## config.mk

```make
export PLATFORM = sky130hd
export DESIGN_NAME = serial_command_deframer
export DESIGN_NICKNAME = d
export VERILOG_FILES = /design/src/rtl/scd_pkg.sv /design/src/rtl/scd_in_reg.sv /design/src/rtl/scd_parse.sv /design/src/rtl/scd_out_buf.sv /design/src/rtl/serial_command_deframer.sv
export SDC_FILE = /design/constraint.sdc
export NUM_CORES = 1
export LEC_CHECK = 0
export BUFFER_PORTS_ARGS = -buffer_cell sky130_fd_sc_hd__buf_2
export CORE_UTILIZATION = 35
export DETAILED_ROUTE_END_ITERATION = 16
export PLACE_DENSITY_LB_ADDON = 0.2
export SYNTH_ARGS = -nofsm -noshare
export SYNTH_HDL_FRONTEND = slang
export SYNTH_SLANG_ARGS = --single-unit
```

## constraint.sdc

```tcl
create_clock -name i_clk -period 4.84 [get_ports i_clk]
set_clock_uncertainty 0.1 [all_clocks]
set_input_delay 0.968 -clock i_clk [delete_from_list [all_inputs] [get_ports i_clk]]
set_output_delay 0.968 -clock i_clk [all_outputs]
set_load 0.005 [all_outputs]
```

## src/rtl/scd_pkg.sv

```systemverilog
package scd_pkg;

    localparam int WIN_DEPTH = 8;
    localparam int FILL_W    = $clog2(WIN_DEPTH);

    typedef logic [7:0]        t_byte;
    typedef logic [FILL_W-1:0] t_fill;

    // Input command codes
    localparam logic CMD_BYTE  = 1'b0;
    localparam logic CMD_FLUSH = 1'b1;

    // Protocol modes
    localparam logic MODE_CHECKSUM = 1'b0;
    localparam logic MODE_INVERT   = 1'b1;

    // Configuration register indexes
    localparam logic REG_PROTOCOL_MODE = 1'b0;
    localparam logic REG_HEADER_BITS   = 1'b1;

    // Fill count before the byte that completes a frame
    localparam t_fill FILL_CHECKSUM_LAST = t_fill'(3);
    localparam t_fill FILL_INVERT_LAST   = t_fill'(WIN_DEPTH - 1);

    localparam t_byte SYNC_BYTE = 8'hFF;

    typedef struct packed {
        logic  command;
        t_byte rx_byte;
        logic  line_error;
    } t_item;

    typedef struct packed {
        t_byte command;
        t_byte id;
        t_byte value;
    } t_frame;

endpackage

```

## src/rtl/scd_in_reg.sv

```systemverilog
module scd_in_reg (
    input  logic           i_clk,
    input  logic           i_rst_n,
    input  logic           i_valid,
    output logic           o_ready,
    input  scd_pkg::t_item i_item,
    input  logic           i_hold,
    output logic           o_fire,
    output scd_pkg::t_item o_item
);
    import scd_pkg::*;

    logic  r_valid;
    t_item r_item;

    assign o_fire  = r_valid && !i_hold;
    assign o_ready = !r_valid || !i_hold;
    assign o_item  = r_item;

    always_ff @(posedge i_clk) begin
        if (!i_rst_n) begin
            r_valid <= 1'b0;
        end else if (o_ready) begin
            r_valid <= i_valid;
        end
    end

    always_ff @(posedge i_clk) begin
        if (i_valid && o_ready) begin
            r_item <= i_item;
        end
    end

endmodule

```

## src/rtl/scd_parse.sv

```systemverilog
module scd_parse (
    input  logic            i_clk,
    input  logic            i_rst_n,
    input  logic            i_fire,
    input  scd_pkg::t_item  i_item,
    input  logic            i_cfg_we,
    input  logic            i_cfg_index,
    input  logic [4:0]      i_cfg_data,
    output logic            o_res_valid,
    output scd_pkg::t_frame o_frame
);
    import scd_pkg::*;

    logic       r_mode;
    logic [4:0] r_header;
    t_fill      r_fill;
    t_byte      r_window [WIN_DEPTH];

    logic       n_mode;
    logic [4:0] n_header;
    t_fill      n_fill;
    t_byte      n_window [WIN_DEPTH];

    t_byte      cand [WIN_DEPTH];
    logic       full;
    logic       ok_sum;
    logic       ok_inv;
    logic       ok;
    logic       is_byte;

    // Window with the new byte dropped in at the fill position
    always_comb begin
        cand           = r_window;
        cand[r_fill]   = i_item.rx_byte;
    end

    assign full   = (r_mode == MODE_INVERT) ? (r_fill == FILL_INVERT_LAST)
                                            : (r_fill == FILL_CHECKSUM_LAST);
    assign ok_sum = (cand[0][7:3] == r_header)
                 && ((cand[0] ^ cand[1] ^ cand[2] ^ cand[3]) == '0);
    assign ok_inv = (cand[0] == SYNC_BYTE) && (cand[1] == SYNC_BYTE)
                 && ((cand[2] ^ cand[3]) == SYNC_BYTE)
                 && ((cand[4] ^ cand[5]) == SYNC_BYTE)
                 && ((cand[6] ^ cand[7]) == SYNC_BYTE);
    assign ok      = (r_mode == MODE_INVERT) ? ok_inv : ok_sum;
    assign is_byte = (i_item.command == CMD_BYTE) && !i_item.line_error;

    assign o_res_valid = i_fire && is_byte && full && ok;

    always_comb begin
        if (r_mode == MODE_INVERT) begin
            o_frame.command = cand[2];
            o_frame.id      = cand[4];
            o_frame.value   = cand[6];
        end else begin
            o_frame.command = cand[0];
            o_frame.id      = cand[1];
            o_frame.value   = cand[2];
        end
    end

    always_comb begin
        n_mode   = r_mode;
        n_header = r_header;
        n_fill   = r_fill;
        n_window = r_window;
        if (i_cfg_we) begin
            unique case (i_cfg_index)
                REG_PROTOCOL_MODE: begin
                    n_mode = i_cfg_data[0];
                    n_fill = '0;
                end
                REG_HEADER_BITS: begin
                    n_header = i_cfg_data;
                end
                default: begin
                end
            endcase
        end else if (i_fire) begin
            priority if (i_item.command == CMD_FLUSH) begin
                n_fill = '0;
            end else if (i_item.line_error) begin
                // drop the word
            end else if (full && ok) begin
                n_fill = '0;
            end else if (full) begin
                // slide out the oldest byte, fill count stays
                for (int i = 0; i < WIN_DEPTH - 1; i++) begin
                    n_window[i] = cand[i + 1];
                end
                n_window[WIN_DEPTH - 1] = '0;
            end else begin
                n_window = cand;
                n_fill   = r_fill + 1'b1;
            end
        end
    end

    always_ff @(posedge i_clk) begin
        if (!i_rst_n) begin
            r_mode   <= MODE_CHECKSUM;
            r_header <= '0;
            r_fill   <= '0;
        end else begin
            r_mode   <= n_mode;
            r_header <= n_header;
            r_fill   <= n_fill;
        end
    end

    // Entries at or above the fill count are never read
    always_ff @(posedge i_clk) begin
        r_window <= n_window;
    end

endmodule

```

## src/rtl/scd_out_buf.sv

```systemverilog
module scd_out_buf (
    input  logic            i_clk,
    input  logic            i_rst_n,
    input  logic            i_wr_valid,
    input  scd_pkg::t_frame i_wr_frame,
    output logic            o_skid_full,
    output logic            o_valid,
    input  logic            i_ready,
    output scd_pkg::t_frame o_frame
);
    import scd_pkg::*;

    logic   r_out_valid;
    t_frame r_out;
    logic   r_skid_valid;
    t_frame r_skid;
    logic   open;

    assign open        = !r_out_valid || i_ready;
    assign o_valid     = r_out_valid;
    assign o_frame     = r_out;
    assign o_skid_full = r_skid_valid;

    always_ff @(posedge i_clk) begin
        if (!i_rst_n) begin
            r_out_valid  <= 1'b0;
            r_skid_valid <= 1'b0;
        end else if (open) begin
            // skid word goes first; upstream is held while skid is full
            r_out_valid  <= r_skid_valid || i_wr_valid;
            r_skid_valid <= 1'b0;
        end else if (i_wr_valid) begin
            r_skid_valid <= 1'b1;
        end
    end

    always_ff @(posedge i_clk) begin
        if (open) begin
            r_out <= r_skid_valid ? r_skid : i_wr_frame;
        end else if (i_wr_valid) begin
            r_skid <= i_wr_frame;
        end
    end

endmodule

```

## src/rtl/serial_command_deframer.sv

```systemverilog
// A word accepted into the input register passes the parser; a completed
// frame is registered in the output register, which drives o_out_valid.
// Throughput: one word per cycle unless the skid is full; the input register
// and the one-deep output skid let a new word in while a frame waits.
// Reset (i_rst_n low, synchronous) empties the pipeline and the byte window
// and returns to checksum mode with a zero header.
module serial_command_deframer (
    input  logic       i_clk,
    input  logic       i_rst_n,
    input  logic       i_in_valid,
    output logic       o_in_ready,
    input  logic       i_command,
    input  logic [7:0] i_rx_byte,
    input  logic       i_line_error,
    output logic       o_out_valid,
    input  logic       i_out_ready,
    output logic [7:0] o_frame_command,
    output logic [7:0] o_frame_id,
    output logic [7:0] o_frame_value,
    input  logic       i_cfg_we,
    input  logic       i_cfg_index,
    input  logic [4:0] i_cfg_data
);
    import scd_pkg::*;

    t_item  in_item;
    t_item  s1_item;
    logic   s1_fire;
    logic   skid_full;
    logic   res_valid;
    t_frame res_frame;
    t_frame out_frame;

    assign in_item.command    = i_command;
    assign in_item.rx_byte    = i_rx_byte;
    assign in_item.line_error = i_line_error;

    scd_in_reg u_in_reg (
        .i_clk   (i_clk),
        .i_rst_n (i_rst_n),
        .i_valid (i_in_valid),
        .o_ready (o_in_ready),
        .i_item  (in_item),
        .i_hold  (skid_full),
        .o_fire  (s1_fire),
        .o_item  (s1_item)
    );

    scd_parse u_parse (
        .i_clk       (i_clk),
        .i_rst_n     (i_rst_n),
        .i_fire      (s1_fire),
        .i_item      (s1_item),
        .i_cfg_we    (i_cfg_we),
        .i_cfg_index (i_cfg_index),
        .i_cfg_data  (i_cfg_data),
        .o_res_valid (res_valid),
        .o_frame     (res_frame)
    );

    scd_out_buf u_out_buf (
        .i_clk       (i_clk),
        .i_rst_n     (i_rst_n),
        .i_wr_valid  (res_valid),
        .i_wr_frame  (res_frame),
        .o_skid_full (skid_full),
        .o_valid     (o_out_valid),
        .i_ready     (i_out_ready),
        .o_frame     (out_frame)
    );

    assign o_frame_command = out_frame.command;
    assign o_frame_id      = out_frame.id;
    assign o_frame_value   = out_frame.value;

endmodule

```

==> reports/summary.json <==
{
  "status": "completed",
  "cell_count_of_the_worst_hold_path": 2,
  "multi_input_gate_area_in_the_final_layout_um2": 4360,
  "initial_core_util_pct": 35.6,
  "viasPerCell": 5.62,
  "crit_path_max_fanout": 64,
  "top_level_i_o_count": 47,
  "synth_edf_count": 122,
  "p_leak_nw": 3.39,
  "timing.critical_path.depth": 9,
  "clock-root-buffer": "sky130_fd_sc_hd__clkbuf_16",
  "pre_cts_ws_ns": 0.851,
  "number_of_sinks_handled_by_clock_tree_synthesis": 134,
  "async_reset_ff_share_pct": 0,
  "cts_tree": "done",
  "crit_path_top_delay_cell": "sky130_fd_sc_hd__dfxtp_1",
  "synth_seq_cells": 134,
  "inserted_diodes": 0,
  "p_int_mw": 2.10,
  "timing.max_cap.violations": 0,
  "worstHoldEndpoint": "u_parse.r_header[1]",
  "grt_start_max_net_pins": 65,
  "syn_area_per_cell_um2": 9.52,
  "dp_hpwl_um": 17500,
  "cts_hold_repair.buffers": 0,
  "drc": 0,
  "drt.antenna.violating_nets": 0,
  "hold_path.startpoint": "u_parse.r_header[1]",
  "die_height_um": 159,
  "gpl.final_weighted_congestion": 0.904,
  "post_cts.resized_instances": 0,
  "overflow": 0,
  "synthesis.instances": 906,
  "fmax_mhz": 248,
  "worst_setup_path_end_kind": "register",
  "area_delta_synth_final_pct": 12.3,
  "ctsLongestPathBuffers": 2,
  "cp_data_arrival_time_ns": 3.99,
  "min_path_type": "register to register",
  "critical_path.n_buffers_inverters": 1,
  "cts-buffers-inserted": 17,
  "reg2reg_setup_slack_ns": 0.81,
  "route.final.wire_length_um": 25600,
  "fp-row-count": 57,
  "netlist_area_um2": 8630,
  "synthDistinctLibCells": 63,
  "cp.required_ns": 4.80,
  "place.port_buffers": 46,
  "sequential_cell_area_um2": 3910,
  "r2r-start": "u_parse.r_fill[2]",
  "nets_in_the_synthesized_netlist": 928,
  "slew-limit-headroom_pct": 29.0,
  "switching_power_mw": 0.693,
  "power.sequential.fraction_pct": 47.2,
  "timing_max_transition_violations_final": 0,
  "setup_viol": 0,
  "track_usage_pct": 20.7,
  "grt_setup_unrepaired": "false",
  "power.clock.fraction_pct": 45.9,
  "cts-htree-levels": 4,
  "clk_latency_ns": 0.43,
  "power.share.combinational_pct": 7.0,
  "tightestPinTransition_ns": 1.06,
  "postPlaceCellArea_um2": 9110,
  "floorplan.die.width_um": 159,
  "type_of_the_setup_path_with_the_least_slack": "register to register",
  "most_frequent_cp_cell": "sky130_fd_sc_hd__xnor2_1",
  "post-synth-top-area-cell": "sky130_fd_sc_hd__edfxtp_1",
  "worst_path_largest_cell_delay_ns": 0.60,
  "post-route-worst-setup-slack_ns": 0.813,
  "rr_worst_depth": 9,
  "first_pass_grt_wire_length_um": 40000,
  "swShare_pct": 24.8,
  "critical_path.startpoint_type": "register",
  "final_period_minus_worst_setup_slack_ns": 4.03,
  "power.density_nw_per_um2": 288,
  "firstDrtPassIters": 5,
  "timing.final.crit_share_pct": 83.2,
  "final.setup.tns_ns": 0,
  "finalPower_mw": 2.79,
  "synth_ff_type": "sky130_fd_sc_hd__edfxtp_1",
  "synth-seq-area-share_pct": 45.2,
  "routed_wire_length_per_instance_um": 20.6,
  "yosysWarnings": 0,
  "crit-reg2reg-capture": "u_parse.r_window[21]",
  "vdd.ir_drop.worst_mv": 0.214,
  "drt-initial-drc-count": 767,
  "synth_largest_type_area_fraction_pct": 42.5,
  "worstPathCellList": "or3b_1 -> mux2i_1 -> xnor2_1 -> xnor2_1 -> or4_4 -> nor3_4 -> o21ai_0 -> and2_2 -> buf_4",
  "vias": 7002,
  "grt_antenna_before_repair": 0,
  "filler_cell_count": 2409,
  "finalHoldViolations": 0,
  "postCtsSetupRepairBufs": 0,
  "drive_above_1_share_pct": 13.6,
  "final_cell_area_um2": 9690,
  "cts.reportedPaths.clkPinSlew_ns": 0.07,
  "dieArea_um2": 25300,
  "critical-path-top-delay-family": "simple AND/OR/NAND/NOR gates",
  "post_synth_most_frequent_cells": "sky130_fd_sc_hd__nand2_1, sky130_fd_sc_hd__edfxtp_1, sky130_fd_sc_hd__mux2i_1",
  "synth_most_common_cell": "sky130_fd_sc_hd__nand2_1",
  "coreArea_um2": 24200,
  "first_global_vias": 6585,
  "num-nets-final": 930,
  "post_synth_main_area_contributors": "sky130_fd_sc_hd__edfxtp_1, sky130_fd_sc_hd__mux2i_1, sky130_fd_sc_hd__nand2_1"
}
## registers in the layout, summed over array words and instances (netlist names)
signal                 cells
u_parse.r_window          64
u_out_buf.o_frame         24
u_out_buf.r_skid          24
u_in_reg.o_item           10
u_parse.r_header           5
u_parse.r_fill             3
u_in_reg.r_valid           1
u_out_buf.o_skid_full      1
u_out_buf.o_valid          1
u_parse.r_mode             1
## stage by stage
step,hold slack [ns],instances,util (%)
finish,0.385,1245,40.0
global route,0.414,1245,40.0
CTS,0.389,1245,40.0
detailed placement,0.380,1213,37.6
global placement,0.375,1213,37.6
floorplan,0.349,906,-
## cell usage in the layout (no fill, tap or decap), types with 5 or more instances in the layout
cell type / instances
sky130_fd_sc_hd__o221ai_1: 30
sky130_fd_sc_hd__inv_1: 6
sky130_fd_sc_hd__clkbuf_16: 17
sky130_fd_sc_hd__a31oi_1: 33
sky130_fd_sc_hd__nand2_1: 157
sky130_fd_sc_hd__xor2_1: 33
sky130_fd_sc_hd__mux2i_1: 77
sky130_fd_sc_hd__nand3_1: 18
sky130_fd_sc_hd__nor2_1: 73
sky130_fd_sc_hd__dfxtp_1: 10
sky130_fd_sc_hd__buf_4: 21
sky130_fd_sc_hd__a21oi_1: 25
sky130_fd_sc_hd__edfxtp_1: 122
sky130_fd_sc_hd__nand2b_1: 6
sky130_fd_sc_hd__nor3_1: 6
sky130_fd_sc_hd__inv_6: 5
sky130_fd_sc_hd__xnor2_1: 44
sky130_fd_sc_hd__buf_2: 46
sky130_fd_sc_hd__o21ai_0: 24
sky130_fd_sc_hd__o21a_1: 29
sky130_fd_sc_hd__nor4_1: 8
sky130_fd_sc_hd__o22ai_1: 48
sky130_fd_sc_hd__mux2_2: 6
## layer usage
| metal | wire (um) | GRT usage [%] | vias up | part of all wire (%) |
|---|---|---|---|---|
| met5 | 0 | 0 | - | 0 |
| met1 | 12000 | 29.4 | 3365 | 47 |
| met3 | 1710 | 4.01 | 37 | 6.7 |
| met4 | 617 | 8.13 | 0 | 2.4 |
| met2 | 11300 | 31.2 | 258 | 44 |
| li1 | - | - | 3342 | - |
## cells by family (layout without fill, tap and decap cells)
group / count (synthesis) / after routing / share of synthesized area (%)
multiplexers: 87 / 87 / 10.5
AO/OA/AOI/OAI: 217 / 217 / 17.0
AND/OR/NAND/NOR: 297 / 297 / 14.9
buffers and inverters: 93 / 108 / 4.45
flip-flops: 134 / 134 / 45.2
XOR/XNOR: 77 / 77 / 7.82
adder cells (fa/ha/maj): 1 / 1 / 0.145
## power by group through the flow
stage	registers, mW	logic, mW	clock network, mW
after floorplan	1.32	0.139	0
after global placement	1.34	0.193	0
after detailed placement	1.34	0.194	0
after CTS	1.32	0.194	1.30
after global routing	1.32	0.213	1.36
final	1.32	0.195	1.28
## how the worst max path moves through the flow
| stage | slack, ns | to | start |
|---|---|---|---|
| 2_1_floorplan | 0.83 | u_parse.r_window[0] | u_parse.r_fill[0] |
| 3_3_place_gp | 0.96 | u_parse.r_window[7] | u_parse.r_fill[2] |
| 3_5_place_dp | 0.85 | u_parse.r_window[1] | u_parse.r_fill[2] |
| 4_1_cts | 0.85 | u_parse.r_window[25] | u_parse.r_fill[2] |
| 5_1_grt | 0.60 | u_parse.r_window[29] | u_parse.r_fill[2] |
| 6_report | 0.81 | u_parse.r_window[21] | u_parse.r_fill[2] |
## cell type report
class                      count  share of cell area (%)
sequential                   134                    40.3
clock inverter                14                    1.43
clock buffer                  18                    4.53
multi-input combinational    679                    45.0
timing repair buffer          68                    4.21
inverter                       8                   0.310
tap                          324                    4.18
## tightest hold or removal path, stage by stage (launching register included)
cell,delay (ns)
sky130_fd_sc_hd__dfxtp_1,0.33
sky130_fd_sc_hd__nand2_1,0.06
sky130_fd_sc_hd__a21oi_1,0.05
(Power assumes the default switching activity.)
